===== config.mk =====
export PLATFORM = sky130hd
export DESIGN_NAME = aging_fifo_with_timeout_expiry_core
export DESIGN_NICKNAME = d
export VERILOG_FILES = /design/src/design/agf_pkg.sv /design/src/design/aging_fifo_with_timeout_expiry_core.sv /design/src/design/agf_cell.sv
export SDC_FILE = /design/constraint.sdc
export NUM_CORES = 1
export LEC_CHECK = 0
export ABC_AREA = 1
export BUFFER_PORTS_ARGS = -buffer_cell sky130_fd_sc_hd__buf_2
export CORE_ASPECT_RATIO = 0.75
export CORE_MARGIN = 10
export CORE_UTILIZATION = 40
export DETAILED_ROUTE_END_ITERATION = 10
export HOLD_SLACK_MARGIN = 0.05
export SYNTH_ARGS = -nofsm -noshare
export SYNTH_HDL_FRONTEND = slang
export SYNTH_HIERARCHICAL = 1
export SYNTH_SLANG_ARGS = --single-unit

===== constraint.sdc =====
create_clock -name clk_i -period 6.5 [get_ports clk_i]
set_clock_uncertainty 0.15 [all_clocks]
set_input_delay 0.65 -clock clk_i [delete_from_list [all_inputs] [get_ports clk_i]]
set_output_delay 0.65 -clock clk_i [all_outputs]
set_load 0.005 [all_outputs]

===== src/design/agf_pkg.sv =====
`timescale 1ns / 1ps
// ----------------------------------------------------------------------------
// agf_pkg
// Shared types and constants for the aging FIFO with per-entry timeout.
// ----------------------------------------------------------------------------
package agf_pkg;

  localparam int unsigned QUEUE_DEPTH_DEF = 16;
  localparam int unsigned AGE_W           = 8;
  localparam int unsigned REQ_W           = 2;

  localparam logic [AGE_W-1:0] LIMIT_RESET = AGE_W'(10);

  // request codes
  localparam logic [REQ_W-1:0] REQ_ENQUEUE = 2'd0;
  localparam logic [REQ_W-1:0] REQ_DEQUEUE = 2'd1;
  localparam logic [REQ_W-1:0] REQ_TICK    = 2'd2;

  // per-cell operation, broadcast to the whole row
  typedef enum logic [2:0] {
    CELL_HOLD,
    CELL_LOAD,
    CELL_SHIFT,
    CELL_AGE,
    CELL_COMPACT
  } cell_op_e;

  typedef struct packed {
    cell_op_e         op;
    logic [AGE_W-1:0] start_age;
    logic [AGE_W-1:0] tick_amount;
    logic [AGE_W-1:0] limit;
  } cell_ctl_t;

endpackage


===== src/design/aging_fifo_with_timeout_expiry_core.sv =====
`timescale 1ns / 1ps
// Enqueue, dequeue and other requests: result in the cycle after the start
// transfer, busy stays low, a new request may start every cycle.
// Tick: busy through the compaction sweep of the cell row, one slot per cycle,
// and a final state; the result is registered there and strobed as busy drops.
// Results are strobed for one cycle and cannot be stalled.
// Reset (async, active low) empties the queue and sets the timeout limit to 10.
// ----------------------------------------------------------------------------
// aging_fifo_with_timeout_expiry_core
// FIFO of aging entries held in a row of cells; ticks age all entries and
// squeeze out the expired ones while keeping order.
// ----------------------------------------------------------------------------
module aging_fifo_with_timeout_expiry_core #(
  parameter int unsigned QUEUE_DEPTH = agf_pkg::QUEUE_DEPTH_DEF,
  parameter int unsigned CNT_W       = $clog2(QUEUE_DEPTH + 1)
) (
  input  logic                       clk_i,
  input  logic                       rst_ni,
  input  logic                       start,
  output logic                       busy,
  input  logic [agf_pkg::REQ_W-1:0]  req_type_i,
  input  logic [agf_pkg::AGE_W-1:0]  start_age_i,
  input  logic [agf_pkg::AGE_W-1:0]  tick_amount_i,
  input  logic                       cfg_valid_i,
  output logic                       cfg_ready_o,
  input  logic [agf_pkg::AGE_W-1:0]  cfg_data_i,
  output logic                       result_valid_o,
  output logic                       accepted_o,
  output logic [CNT_W-1:0]           queue_count_o,
  output logic [CNT_W-1:0]           expired_count_o,
  output logic                       head_valid_o,
  output logic [agf_pkg::AGE_W-1:0]  head_age_o
);
  import agf_pkg::*;

  localparam int unsigned IDX_W = $clog2(QUEUE_DEPTH);
  localparam logic [CNT_W-1:0] FULL = CNT_W'(QUEUE_DEPTH);
  localparam logic [IDX_W-1:0] LAST_STEP = IDX_W'(QUEUE_DEPTH - 1);

  localparam logic [1:0] ST_IDLE    = 2'd0;
  localparam logic [1:0] ST_COMPACT = 2'd1;
  localparam logic [1:0] ST_FIN     = 2'd2;

  logic [1:0]       state_q, state_d;
  logic [CNT_W-1:0] count_q, count_d;
  logic [CNT_W-1:0] exp_cnt_q, exp_cnt_d;
  logic [IDX_W-1:0] step_q, step_d;
  logic [AGE_W-1:0] limit_q;

  logic             res_vld_q, res_vld_d;
  logic             acc_q, acc_d;
  logic [CNT_W-1:0] qcnt_q, qcnt_d;
  logic [CNT_W-1:0] ecnt_q, ecnt_d;
  logic             hvld_q, hvld_d;
  logic [AGE_W-1:0] hage_q, hage_d;

  cell_ctl_t        ctl;
  logic             issue;

  logic [QUEUE_DEPTH-1:0] vld;
  logic [QUEUE_DEPTH-1:0] expd;
  logic [AGE_W-1:0]       age [QUEUE_DEPTH];

  assign issue       = start && !busy;
  assign busy        = (state_q != ST_IDLE);
  assign cfg_ready_o = 1'b1;

  for (genvar i = 0; i < QUEUE_DEPTH; i++) begin : g_cell
    logic             lv, rv, re;
    logic [AGE_W-1:0] ra;
    if (i == 0) begin : g_head
      assign lv = 1'b1;
    end else begin : g_mid
      assign lv = vld[i-1];
    end
    if (i == QUEUE_DEPTH - 1) begin : g_tail
      assign rv = 1'b0;
      assign ra = '0;
      assign re = 1'b0;
    end else begin : g_body
      assign rv = vld[i+1];
      assign ra = age[i+1];
      assign re = expd[i+1];
    end
    agf_cell u_cell (
      .clk_i       (clk_i),
      .rst_ni      (rst_ni),
      .ctl_i       (ctl),
      .sel_i       (count_q == CNT_W'(i)),
      .left_vld_i  (lv),
      .right_vld_i (rv),
      .right_age_i (ra),
      .right_exp_i (re),
      .vld_o       (vld[i]),
      .age_o       (age[i]),
      .exp_o       (expd[i])
    );
  end

  always_comb begin
    state_d   = state_q;
    count_d   = count_q;
    exp_cnt_d = exp_cnt_q;
    step_d    = step_q;
    res_vld_d = 1'b0;
    acc_d     = acc_q;
    qcnt_d    = qcnt_q;
    ecnt_d    = ecnt_q;
    hvld_d    = hvld_q;
    hage_d    = hage_q;

    ctl.op          = CELL_HOLD;
    ctl.start_age   = start_age_i;
    ctl.tick_amount = tick_amount_i;
    ctl.limit       = limit_q;

    unique case (state_q)
      ST_IDLE: begin
        if (issue) begin
          res_vld_d = 1'b1;
          acc_d     = 1'b0;
          ecnt_d    = '0;
          hvld_d    = (count_q != '0);
          hage_d    = (count_q != '0) ? age[0] : '0;
          unique case (req_type_i)
            REQ_ENQUEUE: begin
              if (count_q < FULL) begin
                ctl.op  = CELL_LOAD;
                count_d = count_q + CNT_W'(1);
                acc_d   = 1'b1;
                hvld_d  = 1'b1;
                hage_d  = (count_q == '0) ? start_age_i : age[0];
              end
            end
            REQ_DEQUEUE: begin
              if (count_q != '0) begin
                ctl.op  = CELL_SHIFT;
                count_d = count_q - CNT_W'(1);
                acc_d   = 1'b1;
                hvld_d  = (count_q > CNT_W'(1));
                hage_d  = (count_q > CNT_W'(1)) ? age[1] : '0;
              end
            end
            REQ_TICK: begin
              ctl.op    = CELL_AGE;
              res_vld_d = 1'b0;
              exp_cnt_d = '0;
              step_d    = '0;
              state_d   = ST_COMPACT;
            end
            default: ;
          endcase
          qcnt_d = count_d;
        end
      end
      ST_COMPACT: begin
        ctl.op = CELL_COMPACT;
        // expiry marks stream out of the head slot, one per cycle
        if (expd[0]) begin
          count_d   = count_q - CNT_W'(1);
          exp_cnt_d = exp_cnt_q + CNT_W'(1);
        end
        step_d = step_q + IDX_W'(1);
        if (step_q == LAST_STEP) begin
          state_d = ST_FIN;
        end
      end
      ST_FIN: begin
        res_vld_d = 1'b1;
        acc_d     = 1'b0;
        qcnt_d    = count_q;
        ecnt_d    = exp_cnt_q;
        hvld_d    = vld[0];
        hage_d    = vld[0] ? age[0] : '0;
        state_d   = ST_IDLE;
      end
      default: state_d = ST_IDLE;
    endcase
  end

  always_ff @(posedge clk_i or negedge rst_ni) begin
    if (!rst_ni) begin
      state_q   <= ST_IDLE;
      count_q   <= '0;
      exp_cnt_q <= '0;
      step_q    <= '0;
      limit_q   <= LIMIT_RESET;
      res_vld_q <= 1'b0;
    end else begin
      state_q   <= state_d;
      count_q   <= count_d;
      exp_cnt_q <= exp_cnt_d;
      step_q    <= step_d;
      res_vld_q <= res_vld_d;
      if (cfg_valid_i && cfg_ready_o) begin
        limit_q <= cfg_data_i;
      end
    end
  end

  always_ff @(posedge clk_i) begin
    acc_q  <= acc_d;
    qcnt_q <= qcnt_d;
    ecnt_q <= ecnt_d;
    hvld_q <= hvld_d;
    hage_q <= hage_d;
  end

  assign result_valid_o  = res_vld_q;
  assign accepted_o      = acc_q;
  assign queue_count_o   = qcnt_q;
  assign expired_count_o = ecnt_q;
  assign head_valid_o    = hvld_q;
  assign head_age_o      = hage_q;

endmodule


===== src/design/agf_cell.sv =====
`timescale 1ns / 1ps
// ----------------------------------------------------------------------------
// agf_cell
// One queue slot: holds an age, an occupied flag and an expiry mark, and
// exchanges them with its right neighbor.
// ----------------------------------------------------------------------------
module agf_cell (
  input  logic                     clk_i,
  input  logic                     rst_ni,
  input  agf_pkg::cell_ctl_t       ctl_i,
  input  logic                     sel_i,
  input  logic                     left_vld_i,
  input  logic                     right_vld_i,
  input  logic [agf_pkg::AGE_W-1:0] right_age_i,
  input  logic                     right_exp_i,
  output logic                     vld_o,
  output logic [agf_pkg::AGE_W-1:0] age_o,
  output logic                     exp_o
);
  import agf_pkg::*;

  logic             vld_q, vld_d;
  logic             exp_q, exp_d;
  logic [AGE_W-1:0] age_q, age_d;
  logic [AGE_W:0]   sum;
  logic [AGE_W-1:0] sat;

  assign sum = {1'b0, age_q} + {1'b0, ctl_i.tick_amount};
  assign sat = sum[AGE_W] ? {AGE_W{1'b1}} : sum[AGE_W-1:0];

  always_comb begin
    vld_d = vld_q;
    age_d = age_q;
    exp_d = exp_q;
    case (ctl_i.op)
      CELL_LOAD: begin
        if (sel_i) begin
          vld_d = 1'b1;
          age_d = ctl_i.start_age;
        end
      end
      CELL_SHIFT: begin
        vld_d = right_vld_i;
        age_d = right_age_i;
      end
      CELL_AGE: begin
        exp_d = 1'b0;
        if (vld_q) begin
          if (sat >= ctl_i.limit) begin
            vld_d = 1'b0;
            exp_d = 1'b1;
          end else begin
            age_d = sat;
          end
        end
      end
      CELL_COMPACT: begin
        // holes bubble toward the tail; an entry moves left into an empty slot
        exp_d = right_exp_i;
        if (!vld_q) begin
          vld_d = right_vld_i;
          age_d = right_age_i;
        end else if (!left_vld_i) begin
          vld_d = 1'b0;
        end
      end
      default: ;
    endcase
  end

  always_ff @(posedge clk_i or negedge rst_ni) begin
    if (!rst_ni) begin
      vld_q <= 1'b0;
      exp_q <= 1'b0;
    end else begin
      vld_q <= vld_d;
      exp_q <= exp_d;
    end
  end

  always_ff @(posedge clk_i) begin
    age_q <= age_d;
  end

  assign vld_o = vld_q;
  assign age_o = age_q;
  assign exp_o = exp_q;

endmodule


==> impl_results.md <==
- Status: finished, final reports clean
- Initial Util: roughly 40%
- Die Footprint: between 60000 and 70000 µm²
- Design Area, Final: 24300 µm²
- Wire length per cell: 16.4 µm
- Cell area after placement: 23400 µm²
- Number of synthesized flops with an enable pin: 148
- DRT antenna net count: 0
- FP Rows: 74
- RSZ-0062 raised after global routing: false
- Die W: 292 µm
- Vias in the first global route: 18800
- Crit path DAT: 4.13 ns
- Post-synthesis sequential area ratio: 26.5%
- Pwr dens: 545 nW/µm²
- Lkg Pwr: around 14 nW
- Remaining DRCs: 0
- Post-synth ARST share: 27.8%
- Top FF cell, synth: edfxtp_1
- Hold slack final: 0.148 ns
- Gpl congestion: between 0.8 and 0.9
- Mean number of vias per cell: ~5
- Power Total: between 10 and 15 mW
- Die Ht: between 200 and 250 µm
- Layout Nets: ~3700
- Final setup fails: 0
- Ant diodes: 0
- Multiplexer area fraction after synthesis: 0.406%
- Core area: 54600 µm²
- Mean Syn Cell Area: around 6.6 µm²
- Synth cell types: 41
- Hold Violations, Final: 0
- CTS clk-pin slew, worst paths: 0.06 ns
- Syn Std Cell Area: 22200 µm²
- Number of gates resized after cts: 0
- Fmax achieved: about 240 MHz
- CP required: approximately 6.5 ns
- Multi-input gate area: 13800 µm²
- H-tree levels: 1
- Final period util: 63.1%
- Worst-margin pin slew: 0.911 ns
- Slew headroom: 39.1%
- Initial antenna violation count: 0
- DR vias: 20700
- Max-slew violations: 0
- CTS Buf Count: 27
- CTS Root Cell: clkbuf_16
- Setup_tns: 0 ns
- Global Route Usage Sum: between 20% and 30%
- Post-DP HPWL: 48500 µm
- Layout cells sized above 1: 8.36%
- Compound-Gate Fraction of Synth Area: 7.20%
- XOR/XNOR Fraction of Synth Area: approximately 1.5%
- Initial drt markers: ~1800
- CTS Hold Bufs: 0
- PortBufs: 51
- CP startpoint kind: input port
- I/O pins: 53
- Count of state elements after synthesis: between 200 and 250
- Pre-antenna DRT Iters: 5
- Max VDD drop: 243 µV
- Critical path fanouts, max: 23
- Global-route wire length before repair: 107000 µm
- Bufs on Longest Clock Path: 3
- P&R area growth vs syn: 9.75%
- FILL cells: ~5700
- Largest net degree at the start of global routing: 58
- Minimum clock period: 4.10 ns
- MaxCap Viol Count: 0
- Ys Warns: 6
- Worst min path class: in -> async
- CTS sink cnt: 205
- Post-Syn Instances: about 3300
- Post-CTS Repair Setup Buffers: 0
- Register Area: 5880 µm²
- Critical Path Sink Type: flip-flop
- Setup Crit Path Kind: in -> reg
- Worst skew pair latency: 0.56 ns
- Post-Synth Adder-Cell Area: approximately 16%
- R2r setup slk: roughly 2.5 ns
- GR Overflow Total: 0
- Share of synthesized cell area in and, or, nand and nor gates: 36.4%
- CTS tree: yes
- Largest family of logic cells by synthesized area: simple AND/OR/NAND/NOR gates
- Routed WL: 68400 µm
## synth_stat cells, types with 3 or more instances
master | n | area [µm²]
a21oi_1 | 147 | 736
a21oi_2 | 16 | 140
a21oi_4 | 16 | 260
a22oi_1 | 3 | 22.5
buf_2 | 3 | 15.0
buf_4 | 3 | 22.5
buf_6 | 4 | 45.0
dfrtp_1 | 55 | 1380
edfxtp_1 | 148 | 4440
fa_1 | 16 | 320
ha_1 | 263 | 3290
inv_1 | 628 | 2360
inv_2 | 37 | 139
mux2_2 | 8 | 90.1
nand2_1 | 1285 | 4820
nand2_2 | 45 | 282
nand2_4 | 5 | 56.3
nand3_1 | 315 | 1580
nand3_2 | 16 | 160
nand4_1 | 22 | 138
nor2_1 | 140 | 526
nor2_2 | 4 | 25.0
nor2_4 | 3 | 33.8
nor2_8 | 16 | 320
nor3_1 | 17 | 85.1
o21a_1 | 16 | 120
o21ai_0 | 30 | 150
o21ai_1 | 19 | 95.1
o21ai_2 | 4 | 35.0
xnor2_1 | 4 | 35.0
xor2_1 | 33 | 289
## flip-flops by register name, indices dropped and copies added (netlist names)
name	count
g_cell.u_cell/age_o	128
g_cell.u_cell/exp_o	16
g_cell.u_cell/vld_o	16
head_age_o	8
limit_q	8
count_q	5
exp_cnt_q	5
expired_count_o	5
queue_count_o	5
step_q	4
state_q	2
accepted_o	1
head_valid_o	1
result_valid_o	1
## worst max-delay path, stage by stage
cell	delay, ns
buf_2	0.13
nor2_1	0.71
nand2_1	0.26
o21ai_4	0.65
buf_4	0.36
nand3_1	0.18
inv_2	0.27
nor2_8	0.10
nand2_2	0.07
o21ai_0	0.11
a21oi_1	0.62
## cell families (layout without fill, tap and decap cells)
family          after synthesis  count (layout)
compound gates              254             254
xor+xnor                     37              37
fa+ha+maj                   279             279
buf+inv                     678             777
flops                       205             205
mux                           8               8
other cells                   2              13
simple gates               1873            1873
## layout by cell type (no fill, tap or decap), types with 17 or more instances in the layout
master | netlist | layout
nand2_1 | 1285 | 1285
inv_1 | 628 | 628
nand3_1 | 315 | 315
ha_1 | 263 | 263
edfxtp_1 | 148 | 148
a21oi_1 | 147 | 147
nor2_1 | 140 | 139
dfrtp_1 | 55 | 52
buf_2 | 3 | 51
nand2_2 | 45 | 45
inv_2 | 37 | 37
xor2_1 | 33 | 33
o21ai_0 | 30 | 28
clkbuf_16 | 0 | 28
nand4_1 | 22 | 22
o21ai_1 | 19 | 19
nor3_1 | 17 | 17
## layout make-up
class                      instances  area share [%]
multi-input combinational       2464            56.6
sequential                       205            24.1
inverter                         667            10.3
tap                              722            3.71
clock buffer                      38            3.20
timing repair buffer              61            1.36
clock inverter                    11           0.663
## layer usage
metal,GRT usage [%],wire (µm)
met1,30.8,34100
met2,31.1,28200
met3,2.52,4940
met4,3.52,1120
met5,0,0
## final timing paths
path                               start  cells after the start                          to
hold / removal                    rst_ni                      2                exp_cnt_q[2]
min in group clk_i         cfg_data_i[0]                      2                  limit_q[0]
hold reg to reg               limit_q[2]                      1                  limit_q[2]
setup reg to reg              count_q[1]                     14   g_cell[8].u_cell/age_o[0]
max in group asynchronous         rst_ni                      2                  limit_q[7]
setup / recovery           req_type_i[0]                     11  g_cell[11].u_cell/age_o[5]
## where the power goes
part / switching [mW] / internal, mW / total, mW
logic: 5.57 / 3.05 / 8.62
clock network: 0.613 / 0.988 / 1.60
registers: 0.660 / 2.39 / 3.05
## per-stage QoR
step	util, %	cells	setup WS (ns)
3_3_place_gp	42.8	4119	1.89
4_1_cts	44.6	4168	2.49
2_1_floorplan	-	3347	1.04
3_5_place_dp	42.8	4119	1.91
5_1_grt	44.6	4168	2.13
6_report	44.6	4168	2.40
(Power assumes the default switching activity.)
